===== src/design/dafl_pkg.sv =====
// shared types, codes and helpers of the door actuator
`timescale 1ns / 1ps
package dafl_pkg;

  localparam int DAFL_DOORS = 4;

  // configuration register indexes
  localparam logic [2:0] CFG_MOVE_TIMEOUT  = 3'd0;
  localparam logic [2:0] CFG_CLOSE_OVERRUN = 3'd1;
  localparam logic [2:0] CFG_OPEN_SENSOR   = 3'd2;
  localparam logic [2:0] CFG_CLOSED_SENSOR = 3'd3;
  localparam logic [2:0] CFG_MAX_ERRORS    = 3'd4;

  localparam logic [15:0] RST_MOVE_TIMEOUT  = 16'd1000;
  localparam logic [15:0] RST_CLOSE_OVERRUN = 16'd100;
  localparam logic [3:0]  RST_SENSOR        = 4'hF;
  localparam logic [2:0]  RST_MAX_ERRORS    = 3'd3;

  typedef enum logic [2:0] {
    KIND_TICK   = 3'd0,
    KIND_OPEN   = 3'd1,
    KIND_CLOSE  = 3'd2,
    KIND_UP     = 3'd3,
    KIND_DOWN   = 3'd4,
    KIND_STOP   = 3'd5,
    KIND_RESET  = 3'd6,
    KIND_SPARE  = 3'd7
  } kind_t;

  typedef enum logic [2:0] {
    OUT_ACCEPTED  = 3'd0,
    OUT_AT_LIMIT  = 3'd1,
    OUT_BAD_INDEX = 3'd2,
    OUT_DISABLED  = 3'd3,
    OUT_BUSY      = 3'd4,
    OUT_FINISHED  = 3'd5,
    OUT_IDLE_TICK = 3'd6
  } outcome_t;

  typedef enum logic [2:0] {
    ST_UNKNOWN  = 3'd0,
    ST_OPEN     = 3'd1,
    ST_CLOSED   = 3'd2,
    ST_MOVING   = 3'd3,
    ST_STOPPED  = 3'd4,
    ST_ERROR    = 3'd5,
    ST_DISABLED = 3'd6
  } status_t;

  typedef struct packed {
    logic [15:0] move_timeout_ticks;
    logic [15:0] close_overrun_ticks;
    logic [3:0]  open_sensor_present;
    logic [3:0]  closed_sensor_present;
    logic [2:0]  max_errors;
  } cfg_t;

  typedef struct packed {
    kind_t      kind;
    logic [3:0] door;
    logic [3:0] open_limits;
    logic [3:0] closed_limits;
  } item_t;

  typedef struct packed {
    outcome_t   outcome;
    logic [3:0] door_reported;
    status_t    door_state;
    logic [2:0] fault_count;
    logic [3:0] locked_mask;
    logic [3:0] drive_open_mask;
    logic [3:0] drive_close_mask;
  } res_t;

  // bit of a four-door mask, zero for doors beyond the mask
  function automatic logic mask_bit(input logic [3:0] v, input logic [3:0] d);
    return (d[3:2] == 2'b00) ? v[d[1:0]] : 1'b0;
  endfunction

endpackage


===== src/design/dafl_cfg.sv =====
// configuration registers of the door actuator
`timescale 1ns / 1ps
module dafl_cfg
  import dafl_pkg::*;
(
  input  logic        clk,
  input  logic        rst,
  input  logic        cfg_write,
  input  logic [2:0]  cfg_index,
  input  logic [15:0] cfg_data,
  output cfg_t        cfg
);

  always_ff @(posedge clk) begin
    if (rst) begin
      cfg.move_timeout_ticks    <= RST_MOVE_TIMEOUT;
      cfg.close_overrun_ticks   <= RST_CLOSE_OVERRUN;
      cfg.open_sensor_present   <= RST_SENSOR;
      cfg.closed_sensor_present <= RST_SENSOR;
      cfg.max_errors            <= RST_MAX_ERRORS;
    end else if (cfg_write) begin
      case (cfg_index)
        CFG_MOVE_TIMEOUT:  cfg.move_timeout_ticks    <= cfg_data;
        CFG_CLOSE_OVERRUN: cfg.close_overrun_ticks   <= cfg_data;
        CFG_OPEN_SENSOR:   cfg.open_sensor_present   <= cfg_data[3:0];
        CFG_CLOSED_SENSOR: cfg.closed_sensor_present <= cfg_data[3:0];
        CFG_MAX_ERRORS:    cfg.max_errors            <= cfg_data[2:0];
        default: ;
      endcase
    end
  end

endmodule


===== src/design/dafl_in_stage.sv =====
// input register holding one command or tick beat
`timescale 1ns / 1ps
module dafl_in_stage
  import dafl_pkg::*;
(
  input  logic       clk,
  input  logic       rst,
  input  logic       in_valid,
  output logic       in_stall,
  input  logic [2:0] kind,
  input  logic [3:0] door,
  input  logic [3:0] open_limits,
  input  logic [3:0] closed_limits,
  input  logic       take,
  output logic       item_valid,
  output item_t      item
);

  assign in_stall = item_valid && !take;

  always_ff @(posedge clk) begin
    if (rst) begin
      item_valid <= 1'b0;
    end else if (!in_stall) begin
      item_valid <= in_valid;
    end
  end

  always_ff @(posedge clk) begin
    if (!in_stall && in_valid) begin
      item.kind          <= kind_t'(kind);
      item.door          <= door;
      item.open_limits   <= open_limits;
      item.closed_limits <= closed_limits;
    end
  end

endmodule


===== src/design/dafl_core.sv =====
// door table, timed move sequencer and per-beat step logic
`timescale 1ns / 1ps
module dafl_core
  import dafl_pkg::*;
#(
  parameter int DOORS = DAFL_DOORS
) (
  input  logic  clk,
  input  logic  rst,
  input  logic  advance,
  input  item_t item,
  input  cfg_t  cfg,
  output res_t  res
);

  localparam int DW    = (DOORS > 1) ? $clog2(DOORS) : 1;
  localparam int MASKN = (DOORS < 4) ? DOORS : 4;

  typedef enum logic [1:0] {
    PH_IDLE    = 2'd0,
    PH_OPENING = 2'd1,
    PH_CLOSING = 2'd2,
    PH_OVERRUN = 2'd3
  } phase_t;

  status_t       door_status [DOORS];
  logic [2:0]    fail_count  [DOORS];
  logic          locked      [DOORS];
  logic          relay_open  [DOORS];
  logic          relay_close [DOORS];
  phase_t        phase;
  logic [DW-1:0] moving_door;
  logic [15:0]   move_timer;

  status_t       door_status_next [DOORS];
  logic [2:0]    fail_count_next  [DOORS];
  logic          locked_next      [DOORS];
  logic          relay_open_next  [DOORS];
  logic          relay_close_next [DOORS];
  phase_t        phase_next;
  logic [DW-1:0] moving_door_next;
  logic [15:0]   move_timer_next;

  logic          is_cmd;
  logic          cmd_path;
  logic          door_ok;
  logic [DW-1:0] sel;
  logic [3:0]    sel4;
  logic          os, cs, om, cm;
  logic [15:0]   tick_count;
  status_t       e_status;
  logic [2:0]    e_count;
  logic          e_locked, e_ro, e_rc;
  logic          we;
  logic          fin, fin_sensor, fin_made;
  status_t       fin_good;
  logic [2:0]    count_up;
  outcome_t      outcome;
  logic [3:0]    rep_door;
  logic          rep_valid;

  assign is_cmd   = (item.kind != KIND_TICK) && (item.kind != KIND_SPARE);
  assign door_ok  = ({1'b0, item.door} < 5'(DOORS));
  assign cmd_path = is_cmd && (phase == PH_IDLE) && door_ok;
  assign sel      = cmd_path ? item.door[DW-1:0] : moving_door;
  assign sel4     = 4'(sel);
  assign os       = mask_bit(cfg.open_sensor_present, sel4);
  assign cs       = mask_bit(cfg.closed_sensor_present, sel4);
  assign om       = mask_bit(item.open_limits, sel4);
  assign cm       = mask_bit(item.closed_limits, sel4);
  assign tick_count = move_timer + 16'd1;
  assign count_up = (fail_count[sel] == 3'd7) ? 3'd7 : fail_count[sel] + 3'd1;

  always_comb begin
    phase_next       = phase;
    moving_door_next = moving_door;
    move_timer_next  = move_timer;
    e_status   = door_status[sel];
    e_count    = fail_count[sel];
    e_locked   = locked[sel];
    e_ro       = relay_open[sel];
    e_rc       = relay_close[sel];
    we         = 1'b0;
    fin        = 1'b0;
    fin_sensor = 1'b0;
    fin_made   = 1'b0;
    fin_good   = ST_OPEN;
    outcome    = OUT_IDLE_TICK;
    rep_door   = 4'(moving_door);
    rep_valid  = 1'b1;

    case (item.kind)
      KIND_TICK: begin
        case (phase)
          PH_OPENING: begin
            fin_sensor = os;
            fin_made   = om;
            fin_good   = ST_OPEN;
            if (os && om) begin
              fin = 1'b1;
            end else if (tick_count < cfg.move_timeout_ticks) begin
              move_timer_next = tick_count;
            end else begin
              fin = 1'b1;
            end
          end
          PH_CLOSING: begin
            fin_sensor = cs;
            fin_made   = cm;
            fin_good   = ST_CLOSED;
            if (!(cs && cm) && (tick_count < cfg.move_timeout_ticks)) begin
              move_timer_next = tick_count;
            end else begin
              move_timer_next = '0;
              if (cfg.close_overrun_ticks != '0) begin
                phase_next = PH_OVERRUN;
              end else begin
                fin = 1'b1;
              end
            end
          end
          PH_OVERRUN: begin
            fin_sensor = cs;
            fin_made   = cm;
            fin_good   = ST_CLOSED;
            if (tick_count < cfg.close_overrun_ticks) begin
              move_timer_next = tick_count;
            end else begin
              fin = 1'b1;
            end
          end
          default: ;
        endcase
      end
      KIND_SPARE: ;
      default: begin
        if (phase != PH_IDLE) begin
          outcome = OUT_BUSY;
        end else if (!door_ok) begin
          outcome   = OUT_BAD_INDEX;
          rep_door  = item.door;
          rep_valid = 1'b0;
        end else begin
          rep_door = item.door;
          outcome  = OUT_ACCEPTED;
          if (locked[sel] && (item.kind inside {KIND_OPEN, KIND_CLOSE, KIND_UP, KIND_DOWN}))
          begin
            outcome = OUT_DISABLED;
          end else begin
            we = 1'b1;
            case (item.kind)
              KIND_OPEN: begin
                if (os && om) begin
                  e_status = ST_OPEN;
                  outcome  = OUT_AT_LIMIT;
                end else begin
                  e_ro             = 1'b1;
                  e_rc             = 1'b0;
                  phase_next       = PH_OPENING;
                  moving_door_next = sel;
                  move_timer_next  = '0;
                end
              end
              KIND_CLOSE: begin
                if (cs && cm) begin
                  e_status = ST_CLOSED;
                  outcome  = OUT_AT_LIMIT;
                end else begin
                  e_ro             = 1'b0;
                  e_rc             = 1'b1;
                  phase_next       = PH_CLOSING;
                  moving_door_next = sel;
                  move_timer_next  = '0;
                end
              end
              KIND_UP: begin
                e_ro     = 1'b1;
                e_rc     = 1'b0;
                e_status = ST_MOVING;
              end
              KIND_DOWN: begin
                e_ro     = 1'b0;
                e_rc     = 1'b1;
                e_status = ST_MOVING;
              end
              KIND_STOP: begin
                e_ro = 1'b0;
                e_rc = 1'b0;
                if (door_status[sel] == ST_MOVING) e_status = ST_STOPPED;
              end
              default: begin
                e_count  = '0;
                e_locked = 1'b0;
                if (cs && cm)      e_status = ST_CLOSED;
                else if (os && om) e_status = ST_OPEN;
                else               e_status = ST_STOPPED;
              end
            endcase
          end
        end
      end
    endcase

    // end of a timed move: relays off and the door judged on its limit switch
    if (fin) begin
      we              = 1'b1;
      outcome         = OUT_FINISHED;
      phase_next      = PH_IDLE;
      move_timer_next = '0;
      e_ro            = 1'b0;
      e_rc            = 1'b0;
      if (!fin_sensor) begin
        e_status = ST_UNKNOWN;
      end else if (fin_made) begin
        e_status = fin_good;
        e_count  = '0;
      end else begin
        e_count = count_up;
        if (count_up >= cfg.max_errors) begin
          e_locked = 1'b1;
          e_status = ST_DISABLED;
        end else begin
          e_status = ST_ERROR;
        end
      end
    end
  end

  always_comb begin
    door_status_next = door_status;
    fail_count_next  = fail_count;
    locked_next      = locked;
    relay_open_next  = relay_open;
    relay_close_next = relay_close;
    if (we) begin
      door_status_next[sel] = e_status;
      fail_count_next[sel]  = e_count;
      locked_next[sel]      = e_locked;
      relay_open_next[sel]  = e_ro;
      relay_close_next[sel] = e_rc;
    end
  end

  always_comb begin
    res.outcome          = outcome;
    res.door_reported    = rep_door;
    res.door_state       = rep_valid ? e_status : ST_UNKNOWN;
    res.fault_count      = rep_valid ? e_count : 3'd0;
    res.locked_mask      = '0;
    res.drive_open_mask  = '0;
    res.drive_close_mask = '0;
    for (int i = 0; i < MASKN; i++) begin
      res.locked_mask[i]      = locked_next[i];
      res.drive_open_mask[i]  = relay_open_next[i];
      res.drive_close_mask[i] = relay_close_next[i];
    end
  end

  always_ff @(posedge clk) begin
    if (rst) begin
      phase       <= PH_IDLE;
      moving_door <= '0;
      move_timer  <= '0;
      for (int i = 0; i < DOORS; i++) begin
        door_status[i] <= ST_UNKNOWN;
        fail_count[i]  <= '0;
        locked[i]      <= 1'b0;
        relay_open[i]  <= 1'b0;
        relay_close[i] <= 1'b0;
      end
    end else if (advance) begin
      phase       <= phase_next;
      moving_door <= moving_door_next;
      move_timer  <= move_timer_next;
      door_status <= door_status_next;
      fail_count  <= fail_count_next;
      locked      <= locked_next;
      relay_open  <= relay_open_next;
      relay_close <= relay_close_next;
    end
  end

endmodule


===== src/design/dafl_out_stage.sv =====
// result register driving the output channel
`timescale 1ns / 1ps
module dafl_out_stage
  import dafl_pkg::*;
(
  input  logic       clk,
  input  logic       rst,
  input  logic       load,
  input  res_t       res,
  output logic       space,
  output logic       out_valid,
  input  logic       out_stall,
  output logic [2:0] outcome,
  output logic [3:0] door_reported,
  output logic [2:0] door_state,
  output logic [2:0] fault_count,
  output logic [3:0] locked_mask,
  output logic [3:0] drive_open_mask,
  output logic [3:0] drive_close_mask
);

  res_t res_q;

  assign space = !out_valid || !out_stall;

  always_ff @(posedge clk) begin
    if (rst) begin
      out_valid <= 1'b0;
    end else if (space) begin
      out_valid <= load;
    end
  end

  always_ff @(posedge clk) begin
    if (load) res_q <= res;
  end

  assign outcome          = res_q.outcome;
  assign door_reported    = res_q.door_reported;
  assign door_state       = res_q.door_state;
  assign fault_count      = res_q.fault_count;
  assign locked_mask      = res_q.locked_mask;
  assign drive_open_mask  = res_q.drive_open_mask;
  assign drive_close_mask = res_q.drive_close_mask;

endmodule


===== src/design/door_actuator_fault_lockout_top.sv =====
// path: input register, then result register; the result is on the outputs in the cycle
// after its beat moves on from the input register and can be taken at the next edge
// throughput: one beat per cycle in each direction when neither channel stalls; the door
// table update, on the one addressed entry, and the move sequencer in dafl_core are loops
// reset: synchronous, active high; doors unknown, counts and locks cleared, relays off,
// no timed move, registers back to their defaults; usable as soon as reset is released
`timescale 1ns / 1ps
module door_actuator_fault_lockout_top
  import dafl_pkg::*;
#(
  parameter int DOORS = DAFL_DOORS
) (
  input  logic        clk,
  input  logic        rst,
  // configuration writes
  input  logic        cfg_write,
  input  logic [2:0]  cfg_index,
  input  logic [15:0] cfg_data,
  // input channel: ticks and commands
  input  logic        in_valid,
  output logic        in_stall,
  input  logic [2:0]  kind,
  input  logic [3:0]  door,
  input  logic [3:0]  open_limits,
  input  logic [3:0]  closed_limits,
  // output channel: one result beat per input beat
  output logic        out_valid,
  input  logic        out_stall,
  output logic [2:0]  outcome,
  output logic [3:0]  door_reported,
  output logic [2:0]  door_state,
  output logic [2:0]  fault_count,
  output logic [3:0]  locked_mask,
  output logic [3:0]  drive_open_mask,
  output logic [3:0]  drive_close_mask
);

  cfg_t  cfg;
  item_t item;
  res_t  res;
  logic  item_valid;
  logic  space;
  logic  advance;

  // a held beat moves on whenever the result register is empty or draining
  assign advance = item_valid && space;

  dafl_cfg u_cfg (
    .clk       (clk),
    .rst       (rst),
    .cfg_write (cfg_write),
    .cfg_index (cfg_index),
    .cfg_data  (cfg_data),
    .cfg       (cfg)
  );

  dafl_in_stage u_in (
    .clk           (clk),
    .rst           (rst),
    .in_valid      (in_valid),
    .in_stall      (in_stall),
    .kind          (kind),
    .door          (door),
    .open_limits   (open_limits),
    .closed_limits (closed_limits),
    .take          (advance),
    .item_valid    (item_valid),
    .item          (item)
  );

  // door table and move sequencer; state commits only when the beat moves on
  dafl_core #(
    .DOORS (DOORS)
  ) u_core (
    .clk     (clk),
    .rst     (rst),
    .advance (advance),
    .item    (item),
    .cfg     (cfg),
    .res     (res)
  );

  dafl_out_stage u_out (
    .clk              (clk),
    .rst              (rst),
    .load             (advance),
    .res              (res),
    .space            (space),
    .out_valid        (out_valid),
    .out_stall        (out_stall),
    .outcome          (outcome),
    .door_reported    (door_reported),
    .door_state       (door_state),
    .fault_count      (fault_count),
    .locked_mask      (locked_mask),
    .drive_open_mask  (drive_open_mask),
    .drive_close_mask (drive_close_mask)
  );

endmodule


===== config.mk =====
export PLATFORM = sky130hd
export DESIGN_NAME = door_actuator_fault_lockout_top
export DESIGN_NICKNAME = d
export VERILOG_FILES = /design/src/design/dafl_pkg.sv /design/src/design/dafl_cfg.sv /design/src/design/dafl_in_stage.sv /design/src/design/dafl_core.sv /design/src/design/dafl_out_stage.sv /design/src/design/door_actuator_fault_lockout_top.sv
export SDC_FILE = /design/constraint.sdc
export NUM_CORES = 1
export LEC_CHECK = 0
export BUFFER_PORTS_ARGS = -buffer_cell sky130_fd_sc_hd__buf_2
export CAP_MARGIN = 30
export CELL_PAD_IN_SITES_DETAIL_PLACEMENT = 0
export CELL_PAD_IN_SITES_GLOBAL_PLACEMENT = 2
export CORE_ASPECT_RATIO = 1.2
export CORE_UTILIZATION = 38
export CTS_BUF_LIST = sky130_fd_sc_hd__clkbuf_8
export CTS_CLUSTER_DIAMETER = 60
export DETAILED_ROUTE_END_ITERATION = 16
export GPL_TIMING_DRIVEN = 0
export PLACE_DENSITY_LB_ADDON = 0.3
export SETUP_SLACK_MARGIN = 0.1
export SYNTH_ARGS = -nofsm -noshare
export SYNTH_HDL_FRONTEND = slang
export SYNTH_SLANG_ARGS = --single-unit

===== constraint.sdc =====
create_clock -name clk -period 5.3 [get_ports clk]
set_clock_uncertainty 0.2 [all_clocks]
set_input_delay 1.06 -clock clk [delete_from_list [all_inputs] [get_ports clk]]
set_output_delay 1.06 -clock clk [all_outputs]
set_load 0.1 [all_outputs]

# Word level (Yosys, flattened, before mapping)
# Cells that the tools add are included.
word_totals:
  elab_cells: 271
  regBits: 141
classes:
  n_mux: 141
  eq_ne: 30
  add_sub_neg: 2
  magnitude_cmp: 7
  n_bitwise: 4
  n_reduce_logical: 44
op_table:
  columns: ["cell", "n"]
  rows:
  - ["two-way mux 16 bit", 10]
  - ["two-way mux 3 bit", 29]
  - ["case mux 16 bit (2 select lines)", 2]
  - ["two-way mux 1 bit", 52]
  - ["case mux 16 bit (3 select lines)", 1]
  - ["two-way mux 2 bit", 18]
  - ["less-than comparator 16 bit", 2]
  - ["bitwise mux 12 bit", 2]
  - ["adder 16 x 1 -> 16 bit, second input constant", 1]
  - ["nonzero test 16 bit", 1]
  - ["equality test 3 x 2 -> 1 bit, second input constant", 5]
  - ["equality test 3 bit, second input constant", 5]
  - ["binary-select mux 1 bit (select 2 bit)", 7]
  - ["binary-select mux 3 bit (select 2 bit)", 2]
  - ["bitwise mux 4 bit", 3]
  - ["two-way mux 4 bit", 3]
  - ["inequality test 3 x 2 -> 1 bit, second input constant", 4]
  - ["inequality test 4 x 3 -> 1 bit, second input constant", 3]
  - ["case mux 2 bit (2 select lines)", 3]
  - ["case mux 3 bit (4 select lines)", 1]
  - ["AND reduction 12 bit", 1]
  - ["AND reduction 2 bit", 6]
  - ["logical AND 1 bit", 11]
  - ["AND reduction 11 bit", 1]
  - ["35 further kinds", 55]

# Depth between registers and ports, before layout
logic_depth:
  word_depth: 20
  mapped_depth: 22
  ltp_nobuf: 18

# Cells and area by module
# A second synthesis with hierarchy kept.
unflattened:
  cells_unflattened: 897
  area_unflattened_um2: 8216.6
by_module_without_submodules:
  columns: ["mod", "seq_area_each_um2", "cells_per_inst", "n_inst", "area_per_inst_um2"]
  rows:
  - ["dafl_core", 1121.1, 677, 1, 5167.5]
  - ["dafl_cfg", 860.8, 171, 1, 1759.2]
  - ["dafl_out_stage", 770.7, 29, 1, 783.3]
  - ["dafl_in_stage", 470.5, 19, 1, 500.5]
  - ["door_actuator_fault_lockout_top", 0.0, 1, 1, 6.3]

# Worst setup path before layout
# Ideal clock, no wire load.
synth_path:
  path_kind: "reg2reg"
  start: "register u_core.phase[0]"
  end: "register u_out.res_q, in the netlist u_out.door_state[1], data pin"
  arrival_time_ps: 4344
  synth_period_minus_slack_ps: 4811
  path_slack_ps: 489
  path_buffers: 4
  stages_incl_launch_ff: 21
  path_cell_list: "dfxtp_1 -> buf_6 -> or4_1 -> buf_2 -> nor4_4 -> a211o_2 -> clkbuf_1 -> buf_1 -> nand2_1 -> and3_1 -> a31oi_1 -> ha_1 -> a21oi_1 -> ha_1 -> nand2b_1 -> a21o_1 -> a21o_1 -> a31oi_1 -> a31oi_1 -> a21oi_1 -> nor2_1"
synth_between:
  elab_chain_cells: 16
  elab_cells_between_ends: 62
  cone_classes: "1 x add/sub; 1 x order compare; 5 x eq/ne; 44 x mux; 1 x bitwise; 10 x reduce/logical"
synth_rtl:
  columns: ["item", "line_no", "source"]
  rows:
  - ["start, declared", "dafl_core.sv:31", "phase_t phase;"]
  - ["start signal, assigned", "dafl_core.sv:272", "phase <= phase_next;"]
  - ["branches (longest 16 deep; another with adder 3 x 1 -> 3 bit)", null, null]
  - ["end signal, assigned", "dafl_out_stage.sv:35", "if (load) res_q <= res;"]
  - ["end, declared", "dafl_out_stage.sv:22", "res_t res_q;"]
# Parallel ways; which one is timed is not known. The select of a mux whose other input is x is not followed.
# A chain may end at the register's enable or synchronous reset.

# Worst setup path after layout
layout_path:
  start: "register u_core.move_timer[4]"
  end: "register u_core.fail_count[10] (netlist bit)"
layout_between:
  elab_chain_cells: 8
  elab_cells_between_ends: 14
  cone_classes: "1 x add/sub; 2 x order compare; 9 x mux; 2 x reduce/logical"
layout_rtl:
  columns: ["item", "line_no", "source"]
  rows:
  - ["start, declared", "dafl_core.sv:33", "logic [15:0] move_timer;"]
  - ["start signal, assigned", "dafl_core.sv:274", "move_timer <= move_timer_next;"]
  - ["adder 16 x 1 -> 16 bit (*)", "dafl_core.sv:71", "assign tick_count = move_timer + 16'd1;"]
  - ["less-than comparator 16 bit", "dafl_core.sv:101, dafl_core.sv:111", null]
  - ["two-way mux 1 bit / logical AND 1 bit (equally long branches)", "dafl_core.sv:101, dafl_core.sv:111", null]
  - ["two-way mux 1 bit, on equally long branches", "dafl_core.sv:99, dafl_core.sv:111", null]
  - ["case mux 1 bit (3 select lines) (*)", "dafl_core.sv:94", "case (phase)"]
  - ["two-way mux 1 bit (*)", "dafl_core.sv:92", "case (item.kind)"]
  - ["two-way mux 3 bit / two-way mux 1 bit (equally long branches)", "dafl_core.sv:205", "if (fin) begin"]
  - ["bitwise mux 12 bit / AND reduction 2 bit (equally long branches)", null, null]
  - ["end signal, assigned", "dafl_core.sv:276", "fail_count <= fail_count_next;"]
  - ["end, declared", "dafl_core.sv:27", "logic [2:0] fail_count [DOORS];"]
# Every way passes the cells marked *; elsewhere a longest branch is shown, timed or not.

==> qor.csv <==
stage,metric,value,unit
clock_tree,CTS Hold Bufs,0,
pwr,VDD IR max,153,µV
sta,f_max,200,MHz
clock_tree,clock transition at the registers of the reported paths,0.08,ns
sta,final setup margin,0.312,ns
global_routing,initial antenna violation count,0,
final_layout,fin area,9090,µm²
routing,DR vias,6591,
final_layout,most frequent cells in the layout,"nand2_1 (114), nor2_1 (103), dfxtp_1 (97)",
sta,RSZ-0062 raised after global routing,yes,
clock_tree,htree depth,4,
clock_tree,Clock Tree Buf Depth,2,
placed_design,Final GP Congestion,0.884,
global_routing,vias in the first global route,6347,
run_status,status,finished clean,
sta,Final Setup Violations,0,
synthesis,Cells after Synth,860,
synthesis,Netlist cell types,66,
synthesis,Syn Area/Cell,8.85,µm²
setup_path,crit path launch type,flop,
floorplanning,core area,19600,µm²
routing,Remaining DRCs,0,
synthesis,ys async rst share,0,%
sta,minimum hold slack,0.255,ns
placed_design,port bufs,64,
run,max cap viols,0,
setup_path,CP peak stage delay,0.44,ns
setup_path,critical-path cell with the highest stage delay,a2111oi_4,
pwr,internal power,1.77,mW
global_routing,largest net degree at the start of global routing,20,
worst_hold_path,worst hold path type,flop to flop,
routing,DR iter-0 viols,434,
routing,ANT nets after route,0,
pwr,Flop pwr share,46.9,%
pwr,Psw,693,µW
floorplanning,Starting Density,38.8,%
global_routing,first-pass GRT wire length,35.1,mm
sta,worst rel slew slack,37.5,%
sta,Final Cycle Share,94.1,%
clock_tree,clock latency on the worst-skew pair,0.46,ns
setup_path,WS Path Type,flop to flop,
final_layout,"commonest non-fill, non-tap cell in the layout",nand2_1,
pwr,sw frac,28.2,%
sta,Final Hold Viols,0,
routing,WL final,22.6,mm
final_layout,# nets final,1038,
pwr,Clock Power Share,39.3,%
floorplanning,I/O Pins,66,
sta,Slew Limit Fails,0,
routing,Via density,5.32,
clock_tree,CTS Root Cell,clkbuf_8,
setup_path,Worst EP arrival,5.15,ns
placed_design,placed cell area,8290,µm²
synthesis,Post-Syn Nets,934,
global_routing,All-Layer GR Usage,22.3,%
floorplanning,Die X,131,µm
setup_path,maximum net fanout on the critical path,9,
final_layout,Area Overhead vs Synth,19.5,%
clock_tree,Inserted Clock Buffers,17,
pwr,Pleak,3.58,nW
setup_path,worst-path cell chain,"and3_1, nand3_2, nor2_4, and3_4, and3_2, and3_2, nand3_1, xnor2_2, ha_1, nand4_1, a2111oi_4, a211oi_2, a21boi_1, or3_4, a21o_1, buf_6, a2111oi_4, buf_4, nor2_1, a211oi_1",
synthesis,"FF+latch count, synth",141,
setup_path,worst path bufs/invs,2,
floorplanning,die area,20600,µm²
floorplanning,Die Ht,157,µm
sta,Worst-Margin Slew,0.933,ns
synthesis,share of the yosys chip area belonging to registers,42.3,%
synthesis,Post-synth EDFFs,40,
final_layout,Finished Core Util,46.4,%
routing,WL/cell,18.2,µm
clock_tree,CTS tree,built,
placed_design,dpl ws,-0.704,ns
setup_path,CP top delay family,simple AND/OR/NAND/NOR gates,
floorplanning,FP Rows,56,
setup_path,"Req. time, crit path",5.47,ns
sta,Final min period,4.99,ns
clock_tree,CTS sink cnt,141,
synthesis,prevailing post-synth register cell,dfxtp_1,
routing,first-pass iteration count of the detailed router,5,
placed_design,DP HPWL,16.7,mm
synthesis,Post-Syn Area,7610,µm²
pwr,Logic pwr share,13.8,%
final_layout,n_diodes,0,
pwr,PD cells,270,nW/µm²
sta,setup TNS,0,ns
synthesis,Synth Warn #,0,
setup_path,CP Capture Type,flop,
final_layout,share of cells above drive strength 1,20.4,%
global_routing,GR Overflow Total,0,
## routing by layer
layer	up-vias	share of wire [%]	track usage, %
met4	0	2.1	7.79
met1	3137	42	25.4
met2	110	53	42.1
li1	3312	-	-
met5	-	0	0
met3	32	2.5	3.64
## Yosys cell counts, drive strengths merged (17+ instances only)
cell / number / area share [%]
nor2: 105 / 5.2
ha: 35 / 5.8
clkbuf: 33 / 1.6
and3: 17 / 1.4
o21ai: 30 / 2.0
nand2: 114 / 5.6
a211oi: 38 / 3.9
mux2i: 27 / 3.6
dfxtp: 101 / 27
edfxtp: 40 / 16
a211o: 21 / 2.4
inv: 46 / 2.3
a21oi: 67 / 4.5
## final timing paths
path	start	endpoint	slack (ns)	cells past startpoint
hold / removal	u_cfg.cfg[27]	u_cfg.cfg[27]	0.25	2
setup reg to reg	u_core.move_timer[4]	u_core.fail_count[10]	0.31	20
hold reg to reg	u_cfg.cfg[27]	u_cfg.cfg[27]	0.25	2
setup / recovery	u_core.move_timer[4]	u_core.fail_count[10]	0.31	20
## state kept, by name (all words and copies together) (netlist names), 12 cells and up
register / flops
u_cfg.cfg: 43
u_core.door_status: 12
u_core.fail_count: 12
u_core.move_timer: 16
u_in.item: 15
## worst min-delay path, cell delays in order, from the launching register on
cell and delay (ns):
dfxtp_1 0.31, nand2_1 0.05, a21oi_1 0.05
## cell type report
| cell class | count | area (µm²) |
|---|---|---|
| Buffer | 45 | 226 |
| Multi-Input combinational cell | 627 | 4200 |
| Timing Repair Buffer | 86 | 505 |
| Fill cell | 1997 | 10500 |
| Clock buffer | 19 | 262 |
| Tap cell | 261 | 327 |
| Sequential cell | 141 | 3230 |
| Inverter | 46 | 173 |
| Clock inverter | 13 | 175 |
## power groups by stage
stage                     Clock [mW]  Combinational [mW]  Sequential (mW)
after floorplan                    0               0.157             1.25
after global placement             0               0.322             1.18
after detailed placement           0               0.325             1.18
after CTS                      0.988               0.334             1.15
after global routing            1.04               0.365             1.16
final                          0.965               0.340             1.15
## stage by stage
step / instances / power [mW]
floorplan: 860 / 1.40
global placement: 1185 / 1.50
detailed placement: 1186 / 1.50
CTS: 1228 / 2.47
global route: 1238 / 2.56
finish: 1238 / 2.46
## cell families (layout without fill, tap and decap cells)
group / after synthesis / count (layout) / synth area share, %
and+or+nand+nor: 313 / 313 / 18.8
AOI/OAI and AO/OA: 223 / 223 / 20.6
DFF: 141 / 141 / 42.3
buffers and inverters: 92 / 209 / 5.03
muxes: 42 / 42 / 5.77
adders and majority gates: 35 / 35 / 5.75
xor gates and xnor gates: 14 / 14 / 1.61
## what timing repair did
item / 4_1_cts / 5_1_grt
pin swaps: 6 / 8
gates resized for setup: 29 / 30
endpoints found under the setup margin: 72 / 69
cloned: 0 / 0
buffers inserted: 11 / 10
endpoints found under the hold margin: 0 / 0
No activity file was read; power rests on OpenSTA's default activity.
